==> src/sv/bbp_pkg.sv <==
// Shared constants, types and helper functions of the Bezier patch evaluator.
`default_nettype none

package bbp_pkg;

    localparam int COORD_WIDTH     = 16;
    localparam int PARAM_FRAC_BITS = 16;

    localparam int NUM_PTS = 16;
    localparam int PT_AW   = $clog2(NUM_PTS);
    localparam int PT_W    = 3 * COORD_WIDTH;

    // weight and product widths
    localparam int WT_W   = PARAM_FRAC_BITS + 1;
    localparam int TRI_W  = WT_W + 1;
    localparam int P1_W   = TRI_W + WT_W;
    localparam int P2_W   = P1_W + WT_W;
    localparam int RND_SH = 2 * PARAM_FRAC_BITS;
    localparam int PP_W   = WT_W + 1 + COORD_WIDTH;
    localparam int ROW_W  = PP_W + 2;
    localparam int TERM_W = ROW_W + WT_W + 1;
    localparam int ACC_W  = TERM_W + 2;
    localparam int SH_W   = ACC_W - RND_SH;

    // stream field offsets, lowest bit first
    localparam int OFF_ROW = 0;
    localparam int OFF_COL = 2;
    localparam int OFF_X   = 4;
    localparam int OFF_Y   = OFF_X + COORD_WIDTH;
    localparam int OFF_Z   = OFF_Y + COORD_WIDTH;
    localparam int OFF_U   = OFF_Z + COORD_WIDTH;
    localparam int OFF_V   = OFF_U + WT_W;
    localparam int IN_USED = OFF_V + WT_W;
    localparam int IN_DW   = ((IN_USED + 7) / 8) * 8;
    localparam int OUT_DW  = ((PT_W + 7) / 8) * 8;

    localparam logic REQ_LOAD = 1'b0;
    localparam logic REQ_EVAL = 1'b1;

    localparam logic [WT_W-1:0]   PONE     = {1'b1, {PARAM_FRAC_BITS{1'b0}}};
    localparam logic [P2_W-1:0]   WT_HALF  = P2_W'(1) << (RND_SH - 1);
    localparam logic [ACC_W-1:0]  ACC_HALF = ACC_W'(1) << (RND_SH - 1);
    localparam logic [COORD_WIDTH-1:0] COORD_MAX = {1'b0, {(COORD_WIDTH-1){1'b1}}};
    localparam logic [COORD_WIDTH-1:0] COORD_MIN = {1'b1, {(COORD_WIDTH-1){1'b0}}};
    localparam logic signed [SH_W-1:0] SAT_MAX  = SH_W'($signed(COORD_MAX));
    localparam logic signed [SH_W-1:0] SAT_MIN  = SH_W'($signed(COORD_MIN));

    typedef struct packed {
        logic             ld;
        logic             latch;
        logic             wt_go;
        logic [2:0]       wt_k;
        logic             rd_go;
        logic [PT_AW-1:0] rd_addr;
    } t_cmd;

    typedef struct packed {
        logic busy;
    } t_status;

    function automatic logic [WT_W-1:0] clamp_param(input logic [WT_W-1:0] p);
        return (p > PONE) ? PONE : p;
    endfunction

    function automatic logic [COORD_WIDTH-1:0] round_sat(input logic signed [ACC_W-1:0] a);
        logic signed [ACC_W-1:0] r;
        logic signed [SH_W-1:0]  sh;
        r  = a + $signed(ACC_HALF);
        sh = $signed(r[ACC_W-1:RND_SH]);
        if (sh > SAT_MAX)
            return COORD_MAX;
        else if (sh < SAT_MIN)
            return COORD_MIN;
        return sh[COORD_WIDTH-1:0];
    endfunction

endpackage

`default_nettype wire

==> src/sv/bbp_ctrl.sv <==
// Sequencer: weight steps, point-store sweep and drain of the datapath.
`default_nettype none

module bbp_ctrl import bbp_pkg::*; (
    input  wire logic    i_clk,
    input  wire logic    i_rst_n,
    input  wire logic    i_valid,
    input  wire logic    i_type,
    output logic         o_ready,
    output t_cmd         o_cmd,
    input  wire t_status i_status
);

    typedef enum logic [1:0] {
        ST_IDLE,
        ST_WEIGHT,
        ST_SUM,
        ST_DRAIN
    } t_state;

    t_state           r_state;
    logic [PT_AW:0]   r_cnt;
    logic             r_wt_go;
    logic [2:0]       r_wt_k;
    logic             r_rd_go;
    logic [PT_AW-1:0] r_rd_addr;
    logic             accept;

    assign o_ready = (r_state == ST_IDLE);
    assign accept  = i_valid && o_ready;

    always_comb begin
        o_cmd.ld      = accept && (i_type == REQ_LOAD);
        o_cmd.latch   = accept && (i_type == REQ_EVAL);
        o_cmd.wt_go   = r_wt_go;
        o_cmd.wt_k    = r_wt_k;
        o_cmd.rd_go   = r_rd_go;
        o_cmd.rd_addr = r_rd_addr;
    end

    always_ff @(posedge i_clk) begin
        if (!i_rst_n) begin
            r_state   <= ST_IDLE;
            r_cnt     <= '0;
            r_wt_go   <= 1'b0;
            r_wt_k    <= '0;
            r_rd_go   <= 1'b0;
            r_rd_addr <= '0;
        end else begin
            case (r_state)
                ST_IDLE: begin
                    if (accept && (i_type == REQ_EVAL)) begin
                        r_state <= ST_WEIGHT;
                        r_wt_go <= 1'b1;
                        r_wt_k  <= '0;
                        r_cnt   <= (PT_AW+1)'(1);
                    end
                end
                ST_WEIGHT: begin
                    if (r_cnt == (PT_AW+1)'(8)) begin
                        r_wt_go   <= 1'b0;
                        r_rd_go   <= 1'b1;
                        r_rd_addr <= '0;
                        r_cnt     <= (PT_AW+1)'(1);
                        r_state   <= ST_SUM;
                    end else begin
                        r_wt_k <= r_cnt[2:0];
                        r_cnt  <= r_cnt + 1'b1;
                    end
                end
                ST_SUM: begin
                    if (r_cnt == (PT_AW+1)'(NUM_PTS)) begin
                        r_rd_go <= 1'b0;
                        r_state <= ST_DRAIN;
                    end else begin
                        r_rd_addr <= r_cnt[PT_AW-1:0];
                        r_cnt     <= r_cnt + 1'b1;
                    end
                end
                ST_DRAIN: begin
                    if (!i_status.busy) begin
                        r_state <= ST_IDLE;
                    end
                end
                default: begin
                    r_state <= ST_IDLE;
                end
            endcase
        end
    end

endmodule

`default_nettype wire

==> config.mk <==
export PLATFORM = sky130hd
export DESIGN_NAME = bbp_ctrl
export DESIGN_NICKNAME = d
export VERILOG_FILES = /design/src/sv/bbp_pkg.sv /design/src/sv/bbp_ctrl.sv
export SDC_FILE = /design/constraint.sdc
export NUM_CORES = 1
export LEC_CHECK = 0
export BUFFER_PORTS_ARGS = -buffer_cell sky130_fd_sc_hd__buf_4
export CELL_PAD_IN_SITES_DETAIL_PLACEMENT = 1
export CELL_PAD_IN_SITES_GLOBAL_PLACEMENT = 2
export CORE_ASPECT_RATIO = 0.5
export CORE_MARGIN = 4
export CORE_UTILIZATION = 30
export CTS_BUF_LIST = sky130_fd_sc_hd__clkbuf_4 sky130_fd_sc_hd__clkbuf_8
export DETAILED_ROUTE_END_ITERATION = 12
export GPL_ROUTABILITY_DRIVEN = 1
export PLACE_DENSITY_LB_ADDON = 0.25
export REMOVE_ABC_BUFFERS = 1
export SLEW_MARGIN = 25
export SYNTH_ARGS = -nofsm -noshare
export SYNTH_HDL_FRONTEND = slang
export SYNTH_SLANG_ARGS = --single-unit
==> constraint.sdc <==
create_clock -name i_clk -period 1.7 [get_ports i_clk]
set_clock_uncertainty 0.15 [all_clocks]
set_input_delay 0.085 -clock i_clk [delete_from_list [all_inputs] [get_ports i_clk]]
set_output_delay 0.085 -clock i_clk [all_outputs]
set_load 0.01 [all_outputs]
### Word level (Yosys, flattened, before mapping)

Cells that the tools add are included.

| storage, ports and cells | value |
|---|---|
| output and inout bits | 12 |
| input port bits | 5 |
| register bits | 16 |

| cells by class | value |
|---|---|
| reductions and logical operators | 13 |
| muxes and demuxes | 21 |
| equal/unequal tests | 11 |
| bitwise gates (word level) | 1 |
| add/subtract/negate cells | 1 |

Operator list:

| kind | count |
|---|---|
| $mux 5 | 3 |
| $pmux 5 s3 | 1 |
| $reduce_and 3->1 | 5 |
| $ne 2x2->1 const B | 5 |
| $mux 2 | 4 |
| $mux 4 | 2 |
| $pmux 2 s4 | 1 |
| $pmux 4 s2 | 1 |
| $mux 3 | 2 |
| $pmux 3 s2 | 1 |
| $add 5x1->5 const B | 1 |
| $eq 5x4->1 const B | 1 |
| $eq 5x5->1 const B | 1 |
| $eq 2x2->1 const B | 2 |
| $mux 1 | 4 |
| $pmux 1 s2 | 2 |
| $reduce_and 4->1 | 1 |
| $reduce_bool 2->1 | 2 |
| $logic_and 1x1->1 | 3 |
| $reduce_bool 3->1 | 1 |
| $eq 2x1->1 const B | 1 |
| $logic_not 2->1 | 1 |
| $ne 2x1->1 const B | 1 |
| $not 1->1 | 1 |

### Logic depth before layout (Yosys ltp)

| depth | value |
|---|---|
| depth in word-level cells | 5 |
| gate-level depth with buffers | 7 |
| mapped depth without buffers | 6 |

### Least setup slack after synthesis

Ideal clock, no wire load.

| path | value |
|---|---|
| kind | register to register |
| start | register r_state[0] |
| end | register r_state[0] |
| period minus slack after synthesis | 1.728 ns |
| data arrival time | 1.457 ns |
| stages on the path, launching flop included | 7 |
| path buffers | 0 |
| setup time | 0.122 ns |
| path slack | -0.028 ns |
| path through | dfxtp_1 -> inv_1 -> ha_1 -> a21bo_2 -> o21ai_0 -> a221o_1 -> mux2i_1 |

| between the ends | value |
|---|---|
| longest elaborated chain between the ends | 5 |
| elaborated cells between the ends (all ways) | 12 |
| those cells by class | eq/ne: 7; mux: 1; reduce/logical: 4 |

Ends and longest elaborated chain:

| what | line | source |
|---|---|---|
| from (decl) | bbp_ctrl.sv:21 | `t_state r_state;` |
| from (signal assigned) | bbp_ctrl.sv:43 | `r_state <= ST_IDLE;` |
| from (signal assigned) | bbp_ctrl.sv:53 | `r_state <= ST_WEIGHT;` |
| from (signal assigned) | bbp_ctrl.sv:65 | `r_state <= ST_SUM;` |
| $logic_not 2->1 * | bbp_ctrl.sv:29 | `assign o_ready = (r_state == ST_IDLE);` |
| via o_ready | bbp_ctrl.sv:9 | `output logic o_ready,` |
| $logic_and 1x1->1 | bbp_ctrl.sv:30 | `assign accept = i_valid && o_ready;` |
| $logic_and 1x1->1 | bbp_ctrl.sv:52 | `if (accept && (i_type == REQ_EVAL)) begin` |
| $ne 2x1->1 (no line) | n/a |  |
| $reduce_and 4->1 (no line) | n/a |  |

Mark *: on every way through the listed nets, which the timed path passes. The rest lies on a longest branch.
A chain may end at the register's enable or synchronous reset.

### Final worst setup path

| path | value |
|---|---|
| start | register r_state[0] |
| end | register r_cnt[0] |

| between the ends | value |
|---|---|
| longest elaborated chain between the ends | 5 |
| elaborated cells between the ends (all ways) | 10 |
| those cells by class | eq/ne: 4; mux: 1; reduce/logical: 5 |

Ends and longest elaborated chain:

| what | line | source |
|---|---|---|
| $logic_not 2->1 | bbp_ctrl.sv:29, bbp_ctrl.sv:50 |  |
| $logic_and 1x1->1 | bbp_ctrl.sv:30 |  |
| $logic_and 1x1->1 | bbp_ctrl.sv:52 |  |
| $ne 2x1->1 (no line) | n/a |  |
| $reduce_and 3->1 (no line) | n/a |  |
| to (signal assigned) | bbp_ctrl.sv:56 | `r_cnt <= (PT_AW+1)'(1);` |
| to (signal assigned) | bbp_ctrl.sv:64 | `r_cnt <= (PT_AW+1)'(1);` |
| to (signal assigned) | bbp_ctrl.sv:68 | `r_cnt <= r_cnt + 1'b1;` |
| to (decl) | bbp_ctrl.sv:22 | `logic [PT_AW:0] r_cnt;` |

Several ways; a longest one is shown, not always the timed one.

==> impl_metrics.env <==
export IMPL_die_y_um=48.7
export IMPL_p_leak_nw=0.595
export IMPL_crit_start="r_state[0]$_SDFFE_PN0P_"
export IMPL_track_usage_pct=12.8
export IMPL_synthDistinctLibCells=35
export IMPL_grt_max_degree=21
export IMPL_power_density_nw_per_um2=1220
export IMPL_routed_wl_um=2670
export IMPL_num_rows=14
export IMPL_holdWs_ns=0.0383
export IMPL_drc=0
export IMPL_syn_area_um2=996
export IMPL_start_kind="flip-flop"
export IMPL_initial_core_util_pct=32.3
export IMPL_maxSlewHeadroom_pct=82.0
export IMPL_synth_edf_count=0
export IMPL_regArea_um2=327
export IMPL_firstDrtPassIters=4
export IMPL_cp_slowest_stage_delay_ns=0.36
export IMPL_period_share_pct=96.9
export IMPL_yosysWarnings=0
export IMPL_cts_buffer_depth=2
export IMPL_postRouteAntennaNets=0
export IMPL_yosysTopAreaCellShare_pct=32.2
export IMPL_r2r_start="r_state[0]$_SDFFE_PN0P_"
export IMPL_nets=165
export IMPL_diodes=0
export IMPL_finalHoldViolCount=0
export IMPL_r2r_end="r_cnt[0]$_SDFFE_PN0P_"
export IMPL_first_iter_violations=62
export IMPL_crit_chain="inv_4, ha_4, nand4b_1, o211a_1, o21ai_0, a31oi_1"
export IMPL_yosys_top_cells_count="dfxtp_1 (16), nand2_1 (14), nand3_1 (12)"
export IMPL_hp_class="input port to flip-flop"
export IMPL_clk_latency_ns=0.26
export IMPL_cts_clk_slew_worst_paths_ns=0.07
export IMPL_ys_top_cells_by_area="dfxtp_1 (32%), ha_1 (10%), mux2i_1 (6.0%), nand3_1 (6.0%), nand2_1 (5.3%)"
export IMPL_rsz0062_at_grt="yes"
export IMPL_period_needed_ns=1.65
export IMPL_viasPerCell=5.00
export IMPL_multiInputGateArea_um2=671
export IMPL_via_count=950
export IMPL_cap_violations=0
export IMPL_grt_pass1_wl_um=4270
export IMPL_design_core_area_um2=3080
export IMPL_synth_flop_cell="dfxtp_1"
export IMPL_wire_per_inst_um=14.1
export IMPL_clock_fmax_ghz=0.607
export IMPL_post_dp_hpwl_um=2030
export IMPL_path_class="flip-flop to flip-flop"
export IMPL_grt_pass1_vias=905
export IMPL_tns_ns=0
export IMPL_drv_slew=0
export IMPL_synthArstFlopShare_pct=0
export IMPL_critPathCapture="r_cnt[0]$_SDFFE_PN0P_"
export IMPL_drive_above_1_share_pct=40.0
export IMPL_ys_seq_area_share_pct=32.2
export IMPL_clockRootBuffer="clkbuf_8"
export IMPL_syn2layout_area_growth_pct=40.3
export IMPL_yosys_area_top_type="dfxtp_1"
export IMPL_portBuffers=16
export IMPL_run_status="finished clean"
export IMPL_cp_depth=6
export IMPL_fill_cells=374
export IMPL_cts_tree="built"
export IMPL_end_kind="flip-flop"
export IMPL_cts_htree_levels=1
export IMPL_ios=17
export IMPL_final_cell_area_um2=1400
export IMPL_fp_dieArea_um2=4360
export IMPL_yosys_register_bits=16
export IMPL_ir_drop_uv=527
export IMPL_final_setup_viol_count=0
export IMPL_cp_max_fo=5
export IMPL_cts_buffers_inserted=3
export IMPL_reg2reg_depth=6
export IMPL_critPathSlowestCell="o211a_1"
export IMPL_yosysMostFrequentCell="dfxtp_1"
export IMPL_rrSetupSlack_ns=0.05
export IMPL_avgSynthCellArea_um2=8.44
export IMPL_grt_overflow=0
export IMPL_crit_required_ns=1.69
export IMPL_placed_cell_area_um2=1270
export IMPL_cts_sinks=16
export IMPL_antenna_found_initial=0
export IMPL_crit_buf_inv=1
export IMPL_critPathTopFamily="compound AO/OA/AOI/OAI gates"
export IMPL_worst_slew_pin_slew_ns=0.270
export IMPL_final_util_pct=45.3
export IMPL_critPathArrivalTime_ns=1.63
export IMPL_fp_dieW_um=89.5
export IMPL_place_congestion=0.765
export IMPL_synthCells=118
[cell usage in the layout, fill, tap and decap left out, drive strengths merged, types with 3 or more instances in the layout]
cell type and instances:
mux2i 6, ha 8, inv 7, a21oi 3, buf 37, o21ai 6, nor2 10, nand2 15
clkbuf 3, o211ai 3, dfxtp 16, nand3 12, nand2b 3
[through the flow]
step | worst slack, ns | std cells | total power [mW]
after detailed placement | -0.0240 | 186 | 1.28
final | 0.0533 | 190 | 1.71
after floorplan | -0.0280 | 110 | 0.887
after CTS | 0.00380 | 189 | 1.61
after global placement | 0.00492 | 186 | 1.28
after global routing | -0.0200 | 190 | 1.84
[cells by family (layout without fill, tap and decap cells)]
| group | count (synthesis) | count (layout) | share of synthesized area [%] |
|---|---|---|---|
| muxes | 6 | 6 | 6.03 |
| and+or+nand+nor | 49 | 49 | 25.1 |
| adders and majority gates | 8 | 8 | 10.1 |
| DFF | 16 | 16 | 32.2 |
| AOI/OAI and AO/OA | 24 | 24 | 19.0 |
| buffers and inverters | 15 | 47 | 7.66 |
[worst register-to-register path, stage by stage (launching register included)]
cell and delay [ns]:
dfxtp_2 0.33, inv_4 0.08, ha_4 0.16, nand4b_1 0.21, o211a_1 0.36, o21ai_0 0.18, a31oi_1 0.06
[timing repair]
action	CTS	global route
buffers inserted	0	1
pin swaps	0	4
hold buffers	0	0
resized for setup	3	22
endpoints found under the setup margin	7	14
[registers in the layout (all words and copies together), names as in the netlist]
name	flops
r_state	2
r_rd_addr	4
r_cnt	5
r_wt_k	3
r_rd_go	1
r_wt_go	1
[metal layers]
metal,GRT usage (%),vias up,routed length [um]
met1,17.4,457,1370
li1,-,477,-
met5,0,-,0
met4,2.97,0,12
met3,4.07,2,103
met2,19.6,14,1180
[final cells by class]
cell class                 count  share of cell area (%)
tap                           40                    3.58
clock buffer                   3                    2.95
multi-input combinational     87                    48.0
timing repair buffer          37                    19.9
sequential                    16                    23.4
inverter                       7                    2.24
[where the power goes]
part	leakage (nW)	total, mW	internal (mW)	switching (mW)
registers	0.131	0.458	0.423	0.0344
clock network	0.0216	0.297	0.158	0.140
logic	0.443	0.952	0.493	0.458
[worst min-delay path by stage]
stage / cells past startpoint / from / end / slack, ns
6_report: 3 / i_rst_n / r_state[0]$_SDFFE_PN0P_ / 0.04
3_5_place_dp: 3 / i_type / o_cmd[10] / 0.28
3_3_place_gp: 3 / i_type / o_cmd[10] / 0.27
2_1_floorplan: 1 / i_type / o_cmd[10] / 0.07
4_1_cts: 3 / i_rst_n / r_cnt[0]$_SDFFE_PN0P_ / 0.04
5_1_grt: 3 / i_rst_n / r_cnt[0]$_SDFFE_PN0P_ / 0.04
(Power assumes the default switching activity.)
